<file path="src/hw/rtl/cd_toc_query_unit_macros.svh">
// Assertion helpers used by cd_toc_query_unit.
`ifndef CD_TOC_QUERY_UNIT_MACROS_SVH
`define CD_TOC_QUERY_UNIT_MACROS_SVH

// Same-cycle implication.
`define CTQ_ASSERT_IMPL(name, clk, rst, ante, cons) \
   name: assert property (@(posedge clk) disable iff (rst) (ante) |-> (cons)) \
      else $error("same-cycle implication failed");

// Next-cycle implication.
`define CTQ_ASSERT_NEXT(name, clk, rst, ante, cons) \
   name: assert property (@(posedge clk) disable iff (rst) (ante) |=> (cons)) \
      else $error("next-cycle implication failed");

`endif

</file>
<file path="src/hw/rtl/ctq_ram.sv">
module ctq_ram #(
   parameter int WIDTH = 8,
   parameter int DEPTH = 16
) (
   input  logic                                      clock,
   input  logic                                      wr_en,
   input  logic [((DEPTH > 1) ? $clog2(DEPTH) : 1)-1:0] wr_addr,
   input  logic [WIDTH-1:0]                          wr_data,
   input  logic                                      rd_en,
   input  logic [((DEPTH > 1) ? $clog2(DEPTH) : 1)-1:0] rd_addr,
   output logic [WIDTH-1:0]                          rd_data
);

   logic [WIDTH-1:0] mem [DEPTH];
   logic [WIDTH-1:0] rd_data_ff;

   always_ff @(posedge clock) begin
      if (wr_en) begin
         mem[wr_addr] <= wr_data;
      end
      if (rd_en) begin
         rd_data_ff <= mem[rd_addr];
      end
   end

   assign rd_data = rd_data_ff;

endmodule

</file>
<file path="config.mk">
export PLATFORM = sky130hd
export DESIGN_NAME = ctq_ram
export DESIGN_NICKNAME = d
export VERILOG_FILES = /design/src/hw/rtl/cd_toc_query_unit_macros.svh /design/src/hw/rtl/ctq_ram.sv
export SDC_FILE = /design/constraint.sdc
export NUM_CORES = 1
export LEC_CHECK = 0
export ABC_AREA = 1
export BUFFER_PORTS_ARGS = -buffer_cell sky130_fd_sc_hd__clkbuf_2
export CAP_MARGIN = 10
export CORE_UTILIZATION = 25
export CTS_CLUSTER_SIZE = 30
export DETAILED_ROUTE_END_ITERATION = 12
export HOLD_SLACK_MARGIN = 0.03
export PLACE_DENSITY_LB_ADDON = 0.15
export SLEW_MARGIN = 30
export SYNTH_ARGS = -nofsm -noshare
export SYNTH_HDL_FRONTEND = slang
export SYNTH_SLANG_ARGS = --single-unit
</file>
<file path="constraint.sdc">
create_clock -name clock -period 1.5 [get_ports clock]
set_input_delay 0.225 -clock clock [delete_from_list [all_inputs] [get_ports clock]]
set_output_delay 0.225 -clock clock [all_outputs]
set_load 0.02 [all_outputs]
</file>
After elaboration in Yosys (flattened, before gate mapping)
Memory sizes are Yosys's and may differ from the RTL's. A register that Yosys moved wholly into a read port is not among the register bits.
Cells that the tools add are included.
Widths: inputs -> output; s select.
{"block": "totals", "mem_bits_rw": 128, "output_inout_bits": 8, "word_cells": 3, "regBits": 0, "mem_count": 1, "input_bits": 19}
{"name": "mem", "depth": 16, "word_bits": 8, "rd": 1, "rd_ports_with_merged_regs": 1, "wr": 1, "line": "ctq_ram.sv:14", "text": "logic [WIDTH-1:0] mem [DEPTH];"}
{"block": "classes", "mux": 2}
{"cell": "$mux 1", "n": 2}

Logic depth before layout (Yosys ltp)
{"block": "depth", "ltp_word": 2, "depth_mapped": 8, "depth_no_buf": 7}

Worst setup path after synthesis
OpenSTA, ideal clock, no wires.
{"block": "synth_timing", "path_kind": "input -> register", "start": "in wr_addr[2] (netlist bit)", "end": "mem mem[10][0], enable pin", "arrival_ps": 806, "setup_slack_ps": 324, "setup_time_ps": 370, "cell_stages": 2, "n_path_buf": 0, "required_ps": 1130, "cell_sequence": "nand3b_1 nor2_1"}
{"item": "from (decl)", "line": "ctq_ram.sv:7", "text": "input logic [((DEPTH > 1) ? $clog2(DEPTH) : 1)-1:0] wr_addr,"}
{"item": "to (decl)", "line": "ctq_ram.sv:14"}
No word-level cell before the write port.

Worst setup path after layout
{"block": "layout_timing", "start": "reg rd_data_ff[3] (netlist: rd_data[3]), read port of mem", "end": "out rd_data[3]"}
{"item": "from (decl)", "line": "ctq_ram.sv:15", "text": "logic [WIDTH-1:0] rd_data_ff;"}
{"item": "to (decl)", "line": "ctq_ram.sv:11", "text": "output logic [WIDTH-1:0] rd_data"}
No word-level cell between the ends.

==> results.sh <==
export IMPL_drive_above_1_share=0.1303
export IMPL_synth_warnings=0
export IMPL_rsz0062_at_grt="no"
export IMPL_totalWireLength_mm=14.96
export IMPL_cp_required_ns=1.27
export IMPL_setup_viol=0
export IMPL_seq_area_um2=4084
export IMPL_dpl_cell_area_um2=6510
export IMPL_dp_cells=897
export IMPL_path_cells="clkbuf_2"
export IMPL_cts_buffer_depth=2
export IMPL_yosysSeqAreaShare=0.6985
export IMPL_hp_start="rd_en"
export IMPL_clock_sinks=136
export IMPL_worstSetupStartpoint="rd_data[3]"
export IMPL_instances_no_fill=927
export IMPL_drt_first_pass_iters=4
export IMPL_max_freq_ghz=0.7704
export IMPL_grt_max_degree=33
export IMPL_crit_slowest_cell="edfxtp_1"
export IMPL_cts_buffers=17
export IMPL_vias_per_cell=4.101
export IMPL_cp_depth=1
export IMPL_fin_crit_sh=0.8654
export IMPL_synth_top_area_cell="edfxtp_1"
export IMPL_clk_latency_ns=0.42
export IMPL_cp_top_family="flip-flops"
export IMPL_ys_seq_elements=136
export IMPL_leakage_nw=2.958
export IMPL_wl_per_cell_um=16.14
export IMPL_synth_area_um2=5847
export IMPL_r2r_start="mem[13][6]"
export IMPL_hold_class="input port to flop"
export IMPL_grt_pass1_vias=3871
export IMPL_start_kind="flop"
export IMPL_hold_viol=0
export IMPL_ioPinCount=27
export IMPL_antennaDiodeCount=0
export IMPL_cts_resized=0
export IMPL_n_fill_cell=2370
export IMPL_use_met2=0.2156
export IMPL_grt_first_pass_wirelength_mm=23.18
export IMPL_status="complete, no violations"
export IMPL_htree_levels=4
export IMPL_grtUsageMet1=0.1811
export IMPL_cpPeakStageDelay_ns=0.45
export IMPL_power_density_nw_per_um2=1204
export IMPL_drc=0
export IMPL_busiest_layer="met2"
export IMPL_post_cts_buffers=0
export IMPL_ctsHoldBuffers=0
export IMPL_finalWorstPathRequiredPeriod_ns=1.298
export IMPL_drt_first_iter_violations=282
export IMPL_vias=3802
export IMPL_core_area_um2=22780
export IMPL_multiInputGateArea_um2=1214
export IMPL_io_buffers=26
export IMPL_path_buf_inv=1
export IMPL_syn_inst=551
export IMPL_crit_arrival_ns=1.07
export IMPL_yosys_top_cells_area="edfxtp_1, nand2_1, nand3_1, inv_1, buf_6"
export IMPL_routabilityCongestion=0.8352
export IMPL_cts_tree="built"
export IMPL_synth_fp_nets=570
export IMPL_skew_ns=0.01547
export IMPL_grt_usage=0.1353
export IMPL_dieArea_um2=24000
export IMPL_hold_depth=1
export IMPL_clockRootBuffer="clkbuf_16"
export IMPL_rows=55
export IMPL_crit_path_end_kind="output pin"
export IMPL_syn_avg_cell_area_um2=10.61
export IMPL_slew_headroom=0.5823
export IMPL_grt_util_met3=0.02953
export IMPL_drv_slew=0
export IMPL_fin_nets=622
export IMPL_die_w_um=154.9
export IMPL_synth_cell_types=11
export IMPL_syn_to_final_growth_pct=19.54
export IMPL_synth_top_area_share=0.6985
export IMPL_antenna_found_initial=0
export IMPL_drv_cap=0
export IMPL_overflow=0
export IMPL_initial_utilization=0.2567
export IMPL_final_area_um2=6989
export IMPL_cts_clk_slew_worst_paths_ns=0.05
export IMPL_antenna_left=0
export IMPL_reg2regPathDepth=6
export IMPL_tightest_slew_ns=0.6256
export IMPL_ir_drop_mv=0.5912
export IMPL_hpwl_mm=10.01
export IMPL_fp_dieH_um=154.9
export IMPL_crit_type="flop to output pin"
export IMPL_path_max_fanout=1
## final timing paths
kind	to	slack, ns
setup reg to reg	rd_data[6]	0.33
setup / recovery	rd_data[3]	0.20
hold / removal	rd_data[5]	0.20
hold reg to reg	rd_data[7]	0.75
## through the flow
stage               utilization  setup WS, ns  hold slack (ns)    TNS, ns  total power, mW
floorplan                     -        0.3242           0.3239          0            4.704
global route             0.3068        0.1938           0.2236          0            8.726
detailed placement       0.2858     -0.004947           0.6462  -0.007429            4.997
CTS                      0.3068        0.2028           0.2038          0            8.521
global placement         0.2858      -0.01165           0.6414   -0.01165            4.998
finish                   0.3068        0.2020           0.2015          0            8.415
## cells in the mapped netlist
master / n
nand2_1: 173
buf_6: 6
buf_2: 13
nor2_1: 17
inv_2: 2
nand3b_1: 2
nand3_1: 97
edfxtp_1: 136
buf_4: 4
inv_1: 100
buf_1: 1
## cell type report
class	instances	share of cell area
sequential	136	0.5843
multi-input combinational	289	0.1736
clock buffer	23	0.06409
timing repair buffer	57	0.06266
tap	313	0.05603
inverter	102	0.05478
clock inverter	7	0.004475
## placed cells by master (no fill, tap or decap)
cell,count
clkbuf_2,26
nand3_1,97
edfxtp_1,136
inv_1,100
clkinv_1,3
nand2_1,173
nand3b_1,2
clkbuf_1,6
clkbuf_16,17
nor2_1,17
buf_12,6
buf_4,25
clkinv_2,4
inv_2,2
## routing by layer
| metal | share of wire | up-vias |
|---|---|---|
| li1 | - | 1881 |
| met1 | 0.48 | 1847 |
| met2 | 0.47 | 59 |
| met3 | 0.038 | 15 |
| met4 | 0.012 | 0 |
| met5 | 0 | - |
## flip-flops by register name (all words and copies together) (netlist names)
signal / count
mem: 128
rd_data: 8
## cell families (layout without fill, tap and decap cells)
| logic type | count (synthesis) | count (layout) | synth area share |
|---|---|---|---|
| AND/OR/NAND/NOR | 289 | 289 | 0.2076 |
| flip-flops | 136 | 136 | 0.6985 |
| buffers and inverters | 126 | 189 | 0.09394 |
## where the power goes
| part | internal [mW] | switching (mW) |
|---|---|---|
| registers | 4.28 | 0.0264 |
| clock network | 2.06 | 1.46 |
| logic | 0.182 | 0.407 |
Note: power is estimated with default switching activity, not from simulation.
