===== config.mk =====
export PLATFORM = sky130hd
export DESIGN_NAME = ctq_time
export DESIGN_NICKNAME = d
export VERILOG_FILES = /design/src/hw/rtl/cd_toc_query_unit_macros.svh /design/src/hw/rtl/ctq_pkg.sv /design/src/hw/rtl/ctq_time.sv
export SDC_FILE = /design/constraint.sdc
export NUM_CORES = 1
export LEC_CHECK = 0
export CAP_MARGIN = 10
export CORE_MARGIN = 2
export CORE_UTILIZATION = 44
export CTS_CLUSTER_SIZE = 20
export DETAILED_ROUTE_END_ITERATION = 8
export DONT_BUFFER_PORTS = 1
export HOLD_SLACK_MARGIN = 0.02
export MAX_ROUTING_LAYER = met4
export PLACE_DENSITY_LB_ADDON = 0.05
export SLEW_MARGIN = 5
export SYNTH_ARGS = -nofsm -noshare
export SYNTH_HDL_FRONTEND = slang
export SYNTH_SLANG_ARGS = --single-unit

===== constraint.sdc =====
create_clock -name clock -period 8.8 [get_ports clock]
set_clock_uncertainty 0.05 [all_clocks]
set_input_delay 0.44 -clock clock [delete_from_list [all_inputs] [get_ports clock]]
set_output_delay 0.44 -clock clock [all_outputs]
set_load 0.02 [all_outputs]

===== src/hw/rtl/cd_toc_query_unit_macros.svh =====
// Assertion helpers used by cd_toc_query_unit.
`ifndef CD_TOC_QUERY_UNIT_MACROS_SVH
`define CD_TOC_QUERY_UNIT_MACROS_SVH

// Same-cycle implication.
`define CTQ_ASSERT_IMPL(name, clk, rst, ante, cons) \
   name: assert property (@(posedge clk) disable iff (rst) (ante) |-> (cons)) \
      else $error("same-cycle implication failed");

// Next-cycle implication.
`define CTQ_ASSERT_NEXT(name, clk, rst, ante, cons) \
   name: assert property (@(posedge clk) disable iff (rst) (ante) |=> (cons)) \
      else $error("next-cycle implication failed");

`endif


===== src/hw/rtl/ctq_pkg.sv =====
package ctq_pkg;

   localparam int MAX_TRACKS = 99;
   localparam int IDX_W      = $clog2(MAX_TRACKS);
   localparam int COUNT_W    = 7;

   localparam logic [7:0] TRACK_NUM_MAX   = 8'd99;
   localparam logic [7:0] FIRST_TRACK_BCD = 8'h01;

   localparam logic signed [33:0] END_LIMIT = 34'sd2147483647;

   // frame to minute/second conversion
   localparam int LEADIN_FRAMES = 150;
   localparam int MAX_FRAMES    = 100 * 60 * 75;
   localparam int FRAME_W       = 19;
   localparam int SECS_W        = 13;
   localparam int MINS_W        = 7;
   localparam int RSEC_W        = 6;
   // floor(n/75) = (n * 447393) >> 25 for n < 450000
   localparam logic [FRAME_W-1:0] FRAME_RECIP = 19'd447393;
   localparam int                 FRAME_SHIFT = 25;
   // floor(n/60) = (n * 17477) >> 20 for n < 6000
   localparam logic [14:0]        SEC_RECIP   = 15'd17477;
   localparam int                 SEC_SHIFT   = 20;

   typedef enum logic [1:0] {
      OP_LOAD  = 2'd0,
      OP_OTHER = 2'd1,
      OP_GETTN = 2'd2,
      OP_GETTD = 2'd3
   } op_type;

   typedef struct packed {
      logic [7:0]          number;
      logic signed [31:0]  start_lba;
      logic signed [33:0]  end_lba;
      logic                shape_ok;
   } entry_type;

   localparam int ENTRY_W = $bits(entry_type);

   typedef struct packed {
      logic                table_ok;
      logic                found;
      logic signed [31:0]  found_lba;
      logic signed [33:0]  last_end;
   } scan_status_type;

   typedef struct packed {
      logic        done;
      logic [7:0]  min_bcd;
      logic [7:0]  sec_bcd;
   } time_result_type;

   // binary 0..99 to two BCD digits; tens = (v * 103) >> 10
   function automatic logic [7:0] bin_to_bcd(input logic [6:0] v);
      logic [13:0] prod;
      logic [3:0]  tens;
      logic [6:0]  ones;
      prod = 14'(v) * 14'd103;
      tens = prod[13:10];
      ones = 7'(v - 7'({3'b000, tens} * 7'd10));
      return {tens, ones[3:0]};
   endfunction

endpackage


===== src/hw/rtl/ctq_time.sv =====
// Frame count to BCD minutes/seconds, five register stages.
module ctq_time (
   input  logic                           clock,
   input  logic                           reset,
   input  logic                           go,
   input  logic [ctq_pkg::FRAME_W-1:0]    frames,
   output ctq_pkg::time_result_type       result
);

   localparam int P1_W = 2 * ctq_pkg::FRAME_W;
   localparam int P2_W = ctq_pkg::SECS_W + 15;

   logic [4:0]                     vld_ff, vld_in;
   logic [ctq_pkg::FRAME_W-1:0]    frames_ff;
   logic [P1_W-1:0]                prod1_ff, prod1_in;
   logic [ctq_pkg::SECS_W-1:0]     secs;
   logic [ctq_pkg::SECS_W-1:0]     secs_ff;
   logic [P2_W-1:0]                prod2_ff, prod2_in;
   logic [ctq_pkg::MINS_W-1:0]     mins;
   logic [ctq_pkg::MINS_W-1:0]     mins_ff;
   logic [ctq_pkg::RSEC_W-1:0]     rsec_in, rsec_ff;
   logic [7:0]                     min_bcd_ff, sec_bcd_ff;

   always_comb begin
      vld_in   = {vld_ff[3:0], go};
      prod1_in = P1_W'(frames_ff) * P1_W'(ctq_pkg::FRAME_RECIP);
      secs     = prod1_ff[ctq_pkg::FRAME_SHIFT +: ctq_pkg::SECS_W];
      prod2_in = P2_W'(secs) * P2_W'(ctq_pkg::SEC_RECIP);
      mins     = prod2_ff[ctq_pkg::SEC_SHIFT +: ctq_pkg::MINS_W];
      rsec_in  = ctq_pkg::RSEC_W'(secs_ff -
                 ctq_pkg::SECS_W'(ctq_pkg::SECS_W'(mins) * ctq_pkg::SECS_W'(60)));
   end

   always_ff @(posedge clock) begin
      if (reset) begin
         vld_ff <= '0;
      end else begin
         vld_ff <= vld_in;
      end
      frames_ff  <= frames;
      prod1_ff   <= prod1_in;
      secs_ff    <= secs;
      prod2_ff   <= prod2_in;
      mins_ff    <= mins;
      rsec_ff    <= rsec_in;
      min_bcd_ff <= ctq_pkg::bin_to_bcd(mins_ff);
      sec_bcd_ff <= ctq_pkg::bin_to_bcd(7'(rsec_ff));
   end

   assign result = '{done: vld_ff[4], min_bcd: min_bcd_ff, sec_bcd: sec_bcd_ff};

endmodule


Word level (Yosys, flattened, before mapping)
Index checks and enable logic that the tools add are counted.
- register bits after elaboration: 123
- latch bits: 0
- bits in writable memories: 0
- memory bits (read-only): 0
- output and inout port bits: 17
- word-level logic and storage cells: 19
- memories: 0
- add/sub/neg operators: 3
- multipliers: 7
- div/mod/pow operators: 0
- $lt $le $gt $ge: 0
- equality and inequality tests: 0
- shifts and indexed selects: 0
- muxes and demuxes: 0
- bitwise operators: 0
- reductions and logical operators: 0
- operators by type and width (kind ; number):
    $mul A19 B19 Y38 const B ; 1
    $mul A13 B15 Y27 const B ; 1
    $mul A7 B7 Y14 const B ; 1
    $mul A6 B7 Y13 const B ; 1
    $sub A4 B4 Y4 ; 2
    $mul A7 B4 Y4 const B ; 1
    $sub A6 B6 Y6 ; 1
    $mul A4 B3 Y3 const B ; 1
    $mul A3 B3 Y3 const B ; 1

Longest topological paths before layout
- word-level depth: 3
- mapped depth: 20

Worst setup path after synthesis
Ideal clock, no wire load.
- kind: reg-to-reg
- start: register frames_ff[8] in the netlist's numbering
- end: register prod1_ff[34]
- library setup time: 0.072 ns
- arrival time: 5.037 ns
- required time: 8.678 ns
- slack: 3.641 ns
- stages on the path, launching flop included: 19
- cell sequence: dfxtp_1 inv_1 fa_1 fa_1 inv_1 fa_1 fa_1 fa_1 inv_1 fa_1 inv_1 ha_1 a21o_1 a31oi_1 nor4_2 nor2_1 a21o_1 o31ai_2 xor2_1
- cells in the longest elaborated chain, start to end: 1
- RTL lines (element ; RTL line ; RTL):
    start: declaration ; ctq_time.sv:14 ; logic [ctq_pkg::FRAME_W-1:0] frames_ff;
    start signal: assignment ; ctq_time.sv:40 ; frames_ff <= frames;
    $mul A19 B19 Y38 ; ctq_time.sv:26 ; prod1_in = P1_W'(frames_ff) * P1_W'(ctq_pkg::FRAME_RECIP);
    named net prod1_in[34] ; ctq_time.sv:15 ; logic [P1_W-1:0] prod1_ff, prod1_in;
    end signal: assignment ; ctq_time.sv:41 ; prod1_ff <= prod1_in;
    end: declaration ; ctq_time.sv:15 ;
The timed path passes the listed nets, and every way through them passes these cells.
A chain may end at the register's enable or synchronous reset.

Final worst setup path
- start: register frames_ff[11] in the netlist's numbering
- end: register prod1_ff[33]
The elaborated chain is that of the path after synthesis.

==> run summary <==
### Floorplanning
• 57 — Core Rows
• 25800 um2 — overall die area
• 161 um — DIE HEIGHT
• 24200 um2 — Core ar.
• 0.446 — effective utilization at floorplan
• 161 um — Die X
• 39 — io pins

### Cells and area
• 6.40% — area growth from synthesis to layout
• 2323 — number of filler instances in the final layout
• 0.0314 — layout cell share with drive strength beyond 1
• inv_1 — most common library cell in the layout ignoring fill and taps
• 1491 — final net count
• inv_1 (278), ha_1 (270), fa_1 (154) — most frequent cells in the layout

### Synthesis
• ha_1 — post-synthesis cell type with the largest combined area
• 0.0784 — Compound-Gate Fraction of Synth Area
• dfxtp_1 — most used flip-flop cell after synthesis
• 60 — number of unique standard cell types used by synthesis
• 0 — total of warnings raised by yosys
• ha_1 (31%), fa_1 (29%), dfxtp_1 (14%) — leading post-synthesis cells by cell area
• 0 — fraction of registers with async set or reset after synthesis
• 0.313 — portion of synthesized cell area occupied by the leading cell type
• 1485 — post-synth net total
• 0 — number of synthesized flops with an enable pin
• 0.0436 — simple-gate portion of the synthesized area
• adder cells — largest family of logic cells by synthesized area
• 0.0356 — area share of xor/xnor cells in the synthesized design
• 1039 — gate count after technology mapping
• 0.000926 — multiplexer share of the synthesized area
• 0.144 — sequential cell area fraction in the yosys report
• 78 — number of register bits inferred by synthesis
• 0.598 — adder and majority cell fraction of the synthesized area
• 10.4 um2 — average cell area after synthesis
• 10800 um2 — Post-Synthesis Cell Area

### Clock network
• 3 — level count of the clock H-tree
• 0 — hold buffer count at cts
• done — CTS tree
• 9 — cts bufs inserted
• 2 — Longest Clk Path Bufs
• 78 — clock sink count
• 0.35 ns — clk_lat worst skew
• 0 — cts repair resizes
• clkbuf_16 — clock root buffer
• 0.08 ns — Clock transition at path regs
• 0 — setup fix buffers added after clock tree synthesis

### Placement
• 0 — I/O Buffers
• 0.813 — GP Congestion
• 19.6 mm — DPL Wire Length

### STA
• 0 ns — accumulated negative setup slack
• 0.650 — fraction of the cycle the final worst path needs
• 0.693 ns — worst-margin pin slew
• 0.0546 ns — Worst Hold Margin
• 175 MHz — Max Clk Rate
• false — setup repair after global routing missed its margin
• 0.526 — relative slew slack
• 0 — Setup violations, final
• 0 — final hold violation count
• 0 — Slew Limit Fails
• 5.72 ns — Period minus WS final

### Route
• 6744 — via count
• 4.90 — Vias per Instance
• 0 — count of unresolved DRC violations after routing
• 0 — Post-DRT Antenna Nets
• 7 — number of iterations in the first detailed-routing pass
• 22.0 mm — Total Wirelength
• 16.0 um — average routed wire per standard cell
• 256 — initial DRC count

### GRT
• 0 — remaining global-route overflow
• 4 — number of antenna violations at the first check in global routing
• 7358 — via count of the first global-routing pass
• 0.192 — Tot GR Track Use
• 37.4 mm — wire length of the first global-routing pass
• 16 — largest net degree at the start of global routing

### Setup path
• frames_ff[11] — startpoint of the worst register-to-register path
• 0.64 ns — CP max stage delay
• 17 — R2R depth
• adder cells — Worst path top cell family by delay
• frames_ff[11] — startpoint of the worst setup timing path
• dfxtp_1 — standard cell with the maximum stage delay on the critical path
• 4 — Worst Path Buf+Inv
• 5 — worst-path maximum fanout
• fa_1 — CP dominant cell by count
• 5.91 ns — data arrival at the endpoint of the critical path
• reg -> reg — kind of critical path
• 3.08 ns — setup slack, reg-to-reg
• flip-flop — crit path capture type
• inv_1 > fa_1 > fa_1 > inv_1 > fa_1 > fa_1 > fa_1 > inv_1 > fa_1 > inv_1 > ha_1 > nand2_1 > nor3_1 > o21ai_1 > a211oi_2 > o21ai_1 > xnor2_1 — CP cell instances
• 17 — CP Depth
• prod1_ff[33] — endpoint of the worst register-to-register path
• flip-flop — Worst setup SP type
• 8.98 ns — required time of the critical path
• prod1_ff[33] — crit path to

### Run
• 0 — maximum capacitance violations

### Status
• finished clean — outcome

### Worst hold path
• in -> reg — path type of the worst min-delay path

[layer usage]
metal / GRT usage / wire (um)
met1: 0.250 / 10400
met2: 0.321 / 10700
met3: 0.0248 / 660
met4: 0.0422 / 287
met5: - / 0
[worst min path at each step]
stage | cells past startpoint | from | endpoint
4_1_cts | 0 | frames[16] | frames_ff[16]
2_1_floorplan | 0 | prod2_ff[24] | mins_ff[4]
3_5_place_dp | 0 | prod2_ff[24] | mins_ff[4]
3_3_place_gp | 0 | prod2_ff[24] | mins_ff[4]
5_1_grt | 0 | frames[18] | frames_ff[18]
6_report | 0 | frames[18] | frames_ff[18]
[cell usage after synthesis (all sizes together) (9+ instances only)]
| library cell | instances |
|---|---|
| nand3 | 10 |
| dfxtp | 78 |
| xnor2 | 30 |
| o21ai | 21 |
| nand4 | 9 |
| a21o | 17 |
| o21a | 9 |
| nand2 | 26 |
| ha | 270 |
| inv | 278 |
| a21oi | 32 |
| nor2 | 16 |
| fa | 154 |
| xor2 | 14 |
[flip-flops by register name, indices dropped and copies added (netlist names), 5 cells and up]
register,flops
min_bcd_ff,8
prod1_ff,13
mins_ff,7
frames_ff,19
vld_ff,5
rsec_ff,6
prod2_ff,9
sec_bcd_ff,7
[per-stage QoR]
| stage | cell area [um2] | std cells | worst slack (ns) | utilization |
|---|---|---|---|---|
| 6_report | 11500 | 1377 | 3.08 | 0.474 |
| 5_1_grt | 11500 | 1375 | 2.75 | 0.474 |
| 4_1_cts | 11500 | 1374 | 3.04 | 0.474 |
| 3_5_place_dp | 11200 | 1358 | 3.09 | 0.461 |
| 3_3_place_gp | 11200 | 1358 | 3.09 | 0.461 |
| 2_1_floorplan | 10800 | 1039 | 3.64 | - |
[cell type report]
type	count	area, um2	area share
antenna	3	7.51	0.000653
clock buffer	9	225	0.0196
clock inverter	7	80.1	0.00696
inverter	278	1040	0.0907
multi-input combinational	678	8180	0.711
sequential	78	1560	0.136
tap	324	405	0.0352
[cells by family (layout without fill, tap and decap cells)]
group	Yosys count	count (layout)
AOI/OAI and AO/OA	121	121
other	1	4
DFF	78	78
xor gates and xnor gates	44	44
buffers and inverters	283	294
adders and majority gates	424	424
muxes	1	1
and+or+nand+nor	87	87
Power is left out: the tool's default activity adds up to more than one toggle a clock period on the data nets, which glitch-free logic cannot reach.
