### config.mk
export PLATFORM = sky130hd
export DESIGN_NAME = ctq_scan
export DESIGN_NICKNAME = d
export VERILOG_FILES = /design/src/hw/rtl/cd_toc_query_unit_macros.svh /design/src/hw/rtl/ctq_pkg.sv /design/src/hw/rtl/ctq_scan.sv
export SDC_FILE = /design/constraint.sdc
export NUM_CORES = 1
export LEC_CHECK = 0
export BUFFER_PORTS_ARGS = -buffer_cell sky130_fd_sc_hd__buf_2
export CORE_MARGIN = 1
export CORE_UTILIZATION = 35
export DETAILED_ROUTE_END_ITERATION = 10
export SETUP_SLACK_MARGIN = 0.5
export SLEW_MARGIN = 20
export SYNTH_ARGS = -nofsm -noshare
export SYNTH_HDL_FRONTEND = slang
export SYNTH_SLANG_ARGS = --single-unit
### constraint.sdc
create_clock -name clock -period 4.8 [get_ports clock]
set_input_delay 0.96 -clock clock [delete_from_list [all_inputs] [get_ports clock]]
set_output_delay 0.96 -clock clock [all_outputs]
set_load 0.005 [all_outputs]
### src/hw/rtl/cd_toc_query_unit_macros.svh
// Assertion helpers used by cd_toc_query_unit.
`ifndef CD_TOC_QUERY_UNIT_MACROS_SVH
`define CD_TOC_QUERY_UNIT_MACROS_SVH

// Same-cycle implication.
`define CTQ_ASSERT_IMPL(name, clk, rst, ante, cons) \
   name: assert property (@(posedge clk) disable iff (rst) (ante) |-> (cons)) \
      else $error("same-cycle implication failed");

// Next-cycle implication.
`define CTQ_ASSERT_NEXT(name, clk, rst, ante, cons) \
   name: assert property (@(posedge clk) disable iff (rst) (ante) |=> (cons)) \
      else $error("next-cycle implication failed");

`endif

### src/hw/rtl/ctq_pkg.sv
package ctq_pkg;

   localparam int MAX_TRACKS = 99;
   localparam int IDX_W      = $clog2(MAX_TRACKS);
   localparam int COUNT_W    = 7;

   localparam logic [7:0] TRACK_NUM_MAX   = 8'd99;
   localparam logic [7:0] FIRST_TRACK_BCD = 8'h01;

   localparam logic signed [33:0] END_LIMIT = 34'sd2147483647;

   // frame to minute/second conversion
   localparam int LEADIN_FRAMES = 150;
   localparam int MAX_FRAMES    = 100 * 60 * 75;
   localparam int FRAME_W       = 19;
   localparam int SECS_W        = 13;
   localparam int MINS_W        = 7;
   localparam int RSEC_W        = 6;
   // floor(n/75) = (n * 447393) >> 25 for n < 450000
   localparam logic [FRAME_W-1:0] FRAME_RECIP = 19'd447393;
   localparam int                 FRAME_SHIFT = 25;
   // floor(n/60) = (n * 17477) >> 20 for n < 6000
   localparam logic [14:0]        SEC_RECIP   = 15'd17477;
   localparam int                 SEC_SHIFT   = 20;

   typedef enum logic [1:0] {
      OP_LOAD  = 2'd0,
      OP_OTHER = 2'd1,
      OP_GETTN = 2'd2,
      OP_GETTD = 2'd3
   } op_type;

   typedef struct packed {
      logic [7:0]          number;
      logic signed [31:0]  start_lba;
      logic signed [33:0]  end_lba;
      logic                shape_ok;
   } entry_type;

   localparam int ENTRY_W = $bits(entry_type);

   typedef struct packed {
      logic                table_ok;
      logic                found;
      logic signed [31:0]  found_lba;
      logic signed [33:0]  last_end;
   } scan_status_type;

   typedef struct packed {
      logic        done;
      logic [7:0]  min_bcd;
      logic [7:0]  sec_bcd;
   } time_result_type;

   // binary 0..99 to two BCD digits; tens = (v * 103) >> 10
   function automatic logic [7:0] bin_to_bcd(input logic [6:0] v);
      logic [13:0] prod;
      logic [3:0]  tens;
      logic [6:0]  ones;
      prod = 14'(v) * 14'd103;
      tens = prod[13:10];
      ones = 7'(v - 7'({3'b000, tens} * 7'd10));
      return {tens, ones[3:0]};
   endfunction

endpackage

### src/hw/rtl/ctq_scan.sv
// Walks table entries as they come out of the RAM, one per cycle.
module ctq_scan (
   input  logic                        clock,
   input  logic                        reset,
   input  logic                        clear,
   input  logic                        in_vld,
   input  ctq_pkg::entry_type          entry,
   input  logic [6:0]                  tn,
   output ctq_pkg::scan_status_type    status
);

   logic                table_ok_ff, table_ok_in;
   logic                found_ff, found_in;
   logic signed [31:0]  found_lba_ff, found_lba_in;
   logic signed [33:0]  last_end_ff, last_end_in;
   logic [7:0]          prev_num_ff, prev_num_in;
   logic signed [33:0]  prev_end_ff, prev_end_in;
   logic signed [33:0]  start_ext;
   logic                bad;

   always_comb begin
      start_ext = {{2{entry.start_lba[31]}}, entry.start_lba};
      bad = (entry.number > ctq_pkg::TRACK_NUM_MAX) ||
            (entry.number != 8'(prev_num_ff + 8'd1)) ||
            entry.start_lba[31] || !entry.shape_ok ||
            (start_ext < prev_end_ff) ||
            (entry.end_lba > ctq_pkg::END_LIMIT);

      table_ok_in  = table_ok_ff;
      found_in     = found_ff;
      found_lba_in = found_lba_ff;
      last_end_in  = last_end_ff;
      prev_num_in  = prev_num_ff;
      prev_end_in  = prev_end_ff;

      if (clear) begin
         table_ok_in = 1'b1;
         found_in    = 1'b0;
         prev_num_in = 8'd0;
         prev_end_in = -34'sd1;
      end else if (in_vld) begin
         if (bad) begin
            table_ok_in = 1'b0;
         end
         // first match wins
         if (!found_ff && (entry.number == {1'b0, tn})) begin
            found_in     = 1'b1;
            found_lba_in = entry.start_lba;
         end
         last_end_in = entry.end_lba;
         prev_num_in = entry.number;
         prev_end_in = entry.end_lba;
      end
   end

   always_ff @(posedge clock) begin
      if (reset) begin
         table_ok_ff <= 1'b0;
         found_ff    <= 1'b0;
      end else begin
         table_ok_ff <= table_ok_in;
         found_ff    <= found_in;
      end
      found_lba_ff <= found_lba_in;
      last_end_ff  <= last_end_in;
      prev_num_ff  <= prev_num_in;
      prev_end_ff  <= prev_end_in;
   end

   assign status = '{table_ok:  table_ok_ff,
                     found:     found_ff,
                     found_lba: found_lba_ff,
                     last_end:  last_end_ff};

endmodule

# Yosys cells after proc, flatten, opt, wreduce, memory -nomap -nowiden
# Cells that the tools add are included.
# totals
word_cells,31
out_inout_bits,68
register_bits,110
mem_bits_ro,0
inputBits,86
latch_bits,0
mem_bits_rw,0
memories,0
# op_classes
div_mod_pow,0
reduce_logical,15
n_shift,0
n_lt_le_gt_ge,3
add_sub_neg,1
bitwise,1
n_eq_ne,2
multipliers,0
muxes,3
# op_table
op,n
> comparator 34 x 32 -> 1 bit (second input constant),1
< comparator 32 x 34 -> 1 bit,1
adder 8 x 1 -> 8 bit (second input constant),1
== test 8 x 7 -> 1 bit,1
> comparator 8 x 7 -> 1 bit (second input constant),1
!= test 8 bit,1
AND reduction 2 bit,3
logical OR 1 bit,5
nonzero test 2 bit,2
two-way mux 1 bit,3
AND reduction 3 bit,1
logical NOT 1 bit,2
OR reduction 2 bit,1
logical AND 1 bit,1
NOT 1 bit,1

# Longest topological paths before layout
# depth
depth_word,10
ltp_mapped,8
mapped_depth_nobuf,8

# Least setup slack after synthesis
# Ideal clock, no wire load.
# synth_path
path_type,in2reg
startpoint,input in_vld
endpoint,"register found_lba_ff[0], enable pin"
slack_ns,0.620
setup_ns,0.461
arrival_time_ns,3.719
n_path_buf,1
required_time_ns,4.339
stages,4
path_cell_list,clkbuf_1 -> nor4b_1 -> nand3_1 -> nor3_1
# synth_via
elab_chain_len,1
# synth_rtl
item,line_no,text
from (decl),ctq_scan.sv:6,"input logic in_vld,"
AND reduction 3 bit (no line),n/a,
to (signal assigned),ctq_scan.sv:64,found_lba_ff <= found_lba_in;
to (decl),ctq_scan.sv:14,"logic signed [31:0] found_lba_ff, found_lba_in;"
# Every way passes these cells.
# A chain may end at the register's enable or synchronous reset.

# Worst setup path after layout
# layout_path
startpoint,input in_vld
endpoint,"register last_end_ff[3], enable pin"
# layout_via
elab_chain_len,1
# layout_rtl
item,line_no,text
AND reduction 2 bit (no line),n/a,
to (signal assigned),ctq_scan.sv:65,last_end_ff <= last_end_in;
to (decl),ctq_scan.sv:15,"logic signed [33:0] last_end_ff, last_end_in;"
# Every way passes these cells.

==> summary.txt <==
Setup path
  • CP Capture Type: flip-flop
  • Critical path depth: 2
  • R2r setup slk: 2640 ps
  • Worst Path Max Fanout: 37
  • CP max stage delay: 1010 ps
  • CP max stage cell: nor2b_4
  • CP Class: input pin to flip-flop
  • Setup crit start kind: input pin
  • Worst r2r dst: table_ok_ff$_SDFFE_PP0P_
  • CP delay by family, top: simple AND/OR/NAND/NOR gates
  • Crit path capture: last_end_ff[3]$_DFFE_PP_
  • Buf+Inv Stages, Crit Path: 1
  • CP Cell Sequence: buf_2, nor2b_4
  • WP data required: 4770 ps
  • Worst R2R Start: prev_end_ff[16]$_SDFFE_PP1P_
  • Crit path launch: in_vld
  • R2R depth: 8
  • WP data arrival: 2460 ps

Yosys
  • Yosys cell types: 45
  • Cells after synthesis: 393
  • Register area share after synthesis: 0.598
  • Flops & latches, synth: 110
  • Number of synthesized flops with an enable pin: 66
  • Mapped cell area: 0.00479 mm²
  • Synth Area per Inst: 12.2 µm²
  • Dominant synthesized flop cell: edfxtp_1
  • Synth Net Count: between 500 and 600
  • Post-synth ARST share: 0
  • Yosys warning total: 0

Routing
  • 1st-pass router iterations: 4
  • DR DRC count: 0
  • Vias per cell: approximately 4.8
  • Final wirelength: about 11,000 µm
  • Initial DRC count: 131
  • Post-DRT Antenna Nets: 0
  • Vias: 3,460
  • Wirelength per Cell: 14.8 µm

Placement
  • Dpl ws: approximately 1800 ps
  • GP Congestion: approximately 0.76
  • Port bufs: 153
  • Dpl cell area: 0.00572 mm²
  • DP Wirelength: 8020 µm

Final layout
  • Nets: 662
  • Commonest cells after routing, fill and taps aside: buf_2 (153), edfxtp_1 (66), nand2_1 (50)
  • # diodes: 0
  • FILL cells: 1,245
  • Multi-input gate area: 0.00172 mm²
  • Layout cells sized above 1: 0.331
  • Design Area, Final: 0.00608 mm²
  • Synth-to-layout area growth: 27.0%
  • Commonest non-fill, non-tap cell in the layout: buf_2
  • Register area: 0.00286 mm²

Floorplan
  • Starting density of the core: 0.360
  • Std cell rows: between 40 and 50
  • IO Count: 154
  • Die height: ~120 µm
  • Core Region: 0.0133 mm²
  • Die Wd: 119 µm
  • Die footprint: 0.0142 mm²

Pwr
  • Cell area power density: 359 mW/mm²
  • P_leak: around 2.8 nW
  • Overall power: 2.18 mW
  • Worst vdd ir: a little under 0.0002 V

STA
  • Setup slack after layout: 2320 ps
  • Final Hold Fails: 0
  • Achievable Freq: between 400 and 500 MHz
  • Max Slew Vio Count: 0
  • Count of final setup violators: 0
  • Slew HR: 0.258
  • Period utilization: 0.518
  • Worst clock skew: 5.02 ps
  • Total Neg Setup Slack: 0 ps
  • Unrepaired setup endpoints after global routing: no
  • Worst Max-Slew Pin Slew: 1110 ps
  • Minimum clock period: 2480 ps

Run status
  • Status: completed

Flow run
  • Max cap viols: 0

Global route
  • Total global routing track utilization: 0.155
  • Initial antenna violation count: 0
  • First-pass GRT wire length: 16,600 µm
  • Total grt overflow: 0
  • Largest net degree at the start of global routing: 43
  • Number of global-route vias before repair: ~3,400

Clock tree
  • Library cell used as clock root buffer: clkbuf_16
  • CTS tree: yes
  • Resized Gates After CTS: 0
  • Clock Pin Slew Worst Setup and Hold Paths: 70 ps
  • Clock Latency Late Sink: ~360 ps
  • Setup Buffers After CTS: 0
  • Post-CTS Hold Buffers: 0
  • TritonCTS Sinks: 110
  • Bufs on Longest Clock Path: 2
  • CTS buffer count: 9
  • CTS H-tree depth: 3

Hold path
  • Hold/Removal Path Class: flip-flop to flip-flop
==> final cells by class <==
| type | instances | share of cell area |
|---|---|---|
| clock buffer | 10 | 0.0377 |
| clock inverter | 6 | 0.0220 |
| inverter | 34 | 0.0210 |
| multi-input combinational | 231 | 0.283 |
| sequential | 110 | 0.471 |
| tap | 176 | 0.0362 |
| timing repair buffer | 156 | 0.130 |
==> flip-flops by register name, summed over array words and instances, names as in the netlist <==
register / cells
found_ff: 1
found_lba_ff: 32
last_end_ff: 34
prev_end_ff: 34
prev_num_ff: 8
table_ok_ff: 1
==> cell families (layout without fill, tap and decap cells) <==
group                    after synthesis  count (layout)  share of synthesized area
multiplexers                           9               9                     0.0188
XOR/XNOR                              17              17                     0.0327
AND/OR/NAND/NOR                       95              95                      0.102
AO/OA/AOI/OAI                         76              76                      0.114
adder cells (fa/ha/maj)               34              34                     0.0888
buffers and inverters                 52             206                     0.0460
flip-flops                           110             110                      0.598
==> power breakdown <==
group	switching, mW	internal, mW
sequential	0.0151	1.05
clock	0.338	0.563
combinational	0.125	0.0972
==> worst min path at each step <==
stage | end | depth (start not counted) | slack [ps] | start
floorplan | prev_end_ff[0]$_SDFFE_PP1P_ | 2 | 440 | prev_end_ff[0]$_SDFFE_PP1P_
global placement | prev_end_ff[0]$_SDFFE_PP1P_ | 2 | 460 | prev_end_ff[0]$_SDFFE_PP1P_
detailed placement | prev_end_ff[0]$_SDFFE_PP1P_ | 2 | 470 | prev_end_ff[0]$_SDFFE_PP1P_
CTS | prev_end_ff[0]$_SDFFE_PP1P_ | 2 | 490 | prev_end_ff[0]$_SDFFE_PP1P_
global route | prev_end_ff[18]$_SDFFE_PP1P_ | 2 | 510 | prev_end_ff[18]$_SDFFE_PP1P_
finish | prev_end_ff[0]$_SDFFE_PP1P_ | 2 | 480 | prev_end_ff[0]$_SDFFE_PP1P_
==> stage by stage <==
| step | utilization | instances | hold WS (ps) |
|---|---|---|---|
| 6_report | 0.457 | 723 | 478 |
| 4_1_cts | 0.457 | 723 | 487 |
| 3_5_place_dp | 0.430 | 707 | 472 |
| 5_1_grt | 0.457 | 723 | 508 |
| 3_3_place_gp | 0.430 | 707 | 457 |
| 2_1_floorplan | - | 393 | 443 |
==> metal layers <==
layer,part of all wire,GRT usage,wire length (µm)
met1,0.45,0.191,4850
met2,0.48,0.255,5090
met3,0.056,0.0421,601
met4,0.016,0.0625,172
met5,0,0,0
==> Yosys cell counts, types with 2 or more instances <==
cell / n / share of area
nor3b_1: 2 / 0.0031
nand2_1: 50 / 0.039
nand4_1: 3 / 0.0039
nor4b_1: 4 / 0.0073
nand2b_1: 4 / 0.0052
o21ai_1: 2 / 0.0021
nand3_1: 6 / 0.0063
o2111ai_1: 2 / 0.0037
and4_1: 6 / 0.011
nor2b_1: 2 / 0.0026
clkbuf_1: 12 / 0.0094
xor2_1: 5 / 0.0091
a211oi_1: 2 / 0.0031
ha_1: 34 / 0.089
nor2_1: 10 / 0.0078
a221oi_1: 2 / 0.0037
and3_1: 2 / 0.0026
edfxtp_1: 66 / 0.41
mux2i_1: 9 / 0.019
buf_6: 2 / 0.0047
dfxtp_1: 44 / 0.18
xnor2_1: 11 / 0.020
o21bai_1: 3 / 0.0047
o211ai_1: 35 / 0.055
buf_2: 2 / 0.0021
a21oi_1: 16 / 0.017
inv_1: 33 / 0.026
buf_4: 2 / 0.0031
o21ai_0: 6 / 0.0063
Power figures use the tool's default switching activity.
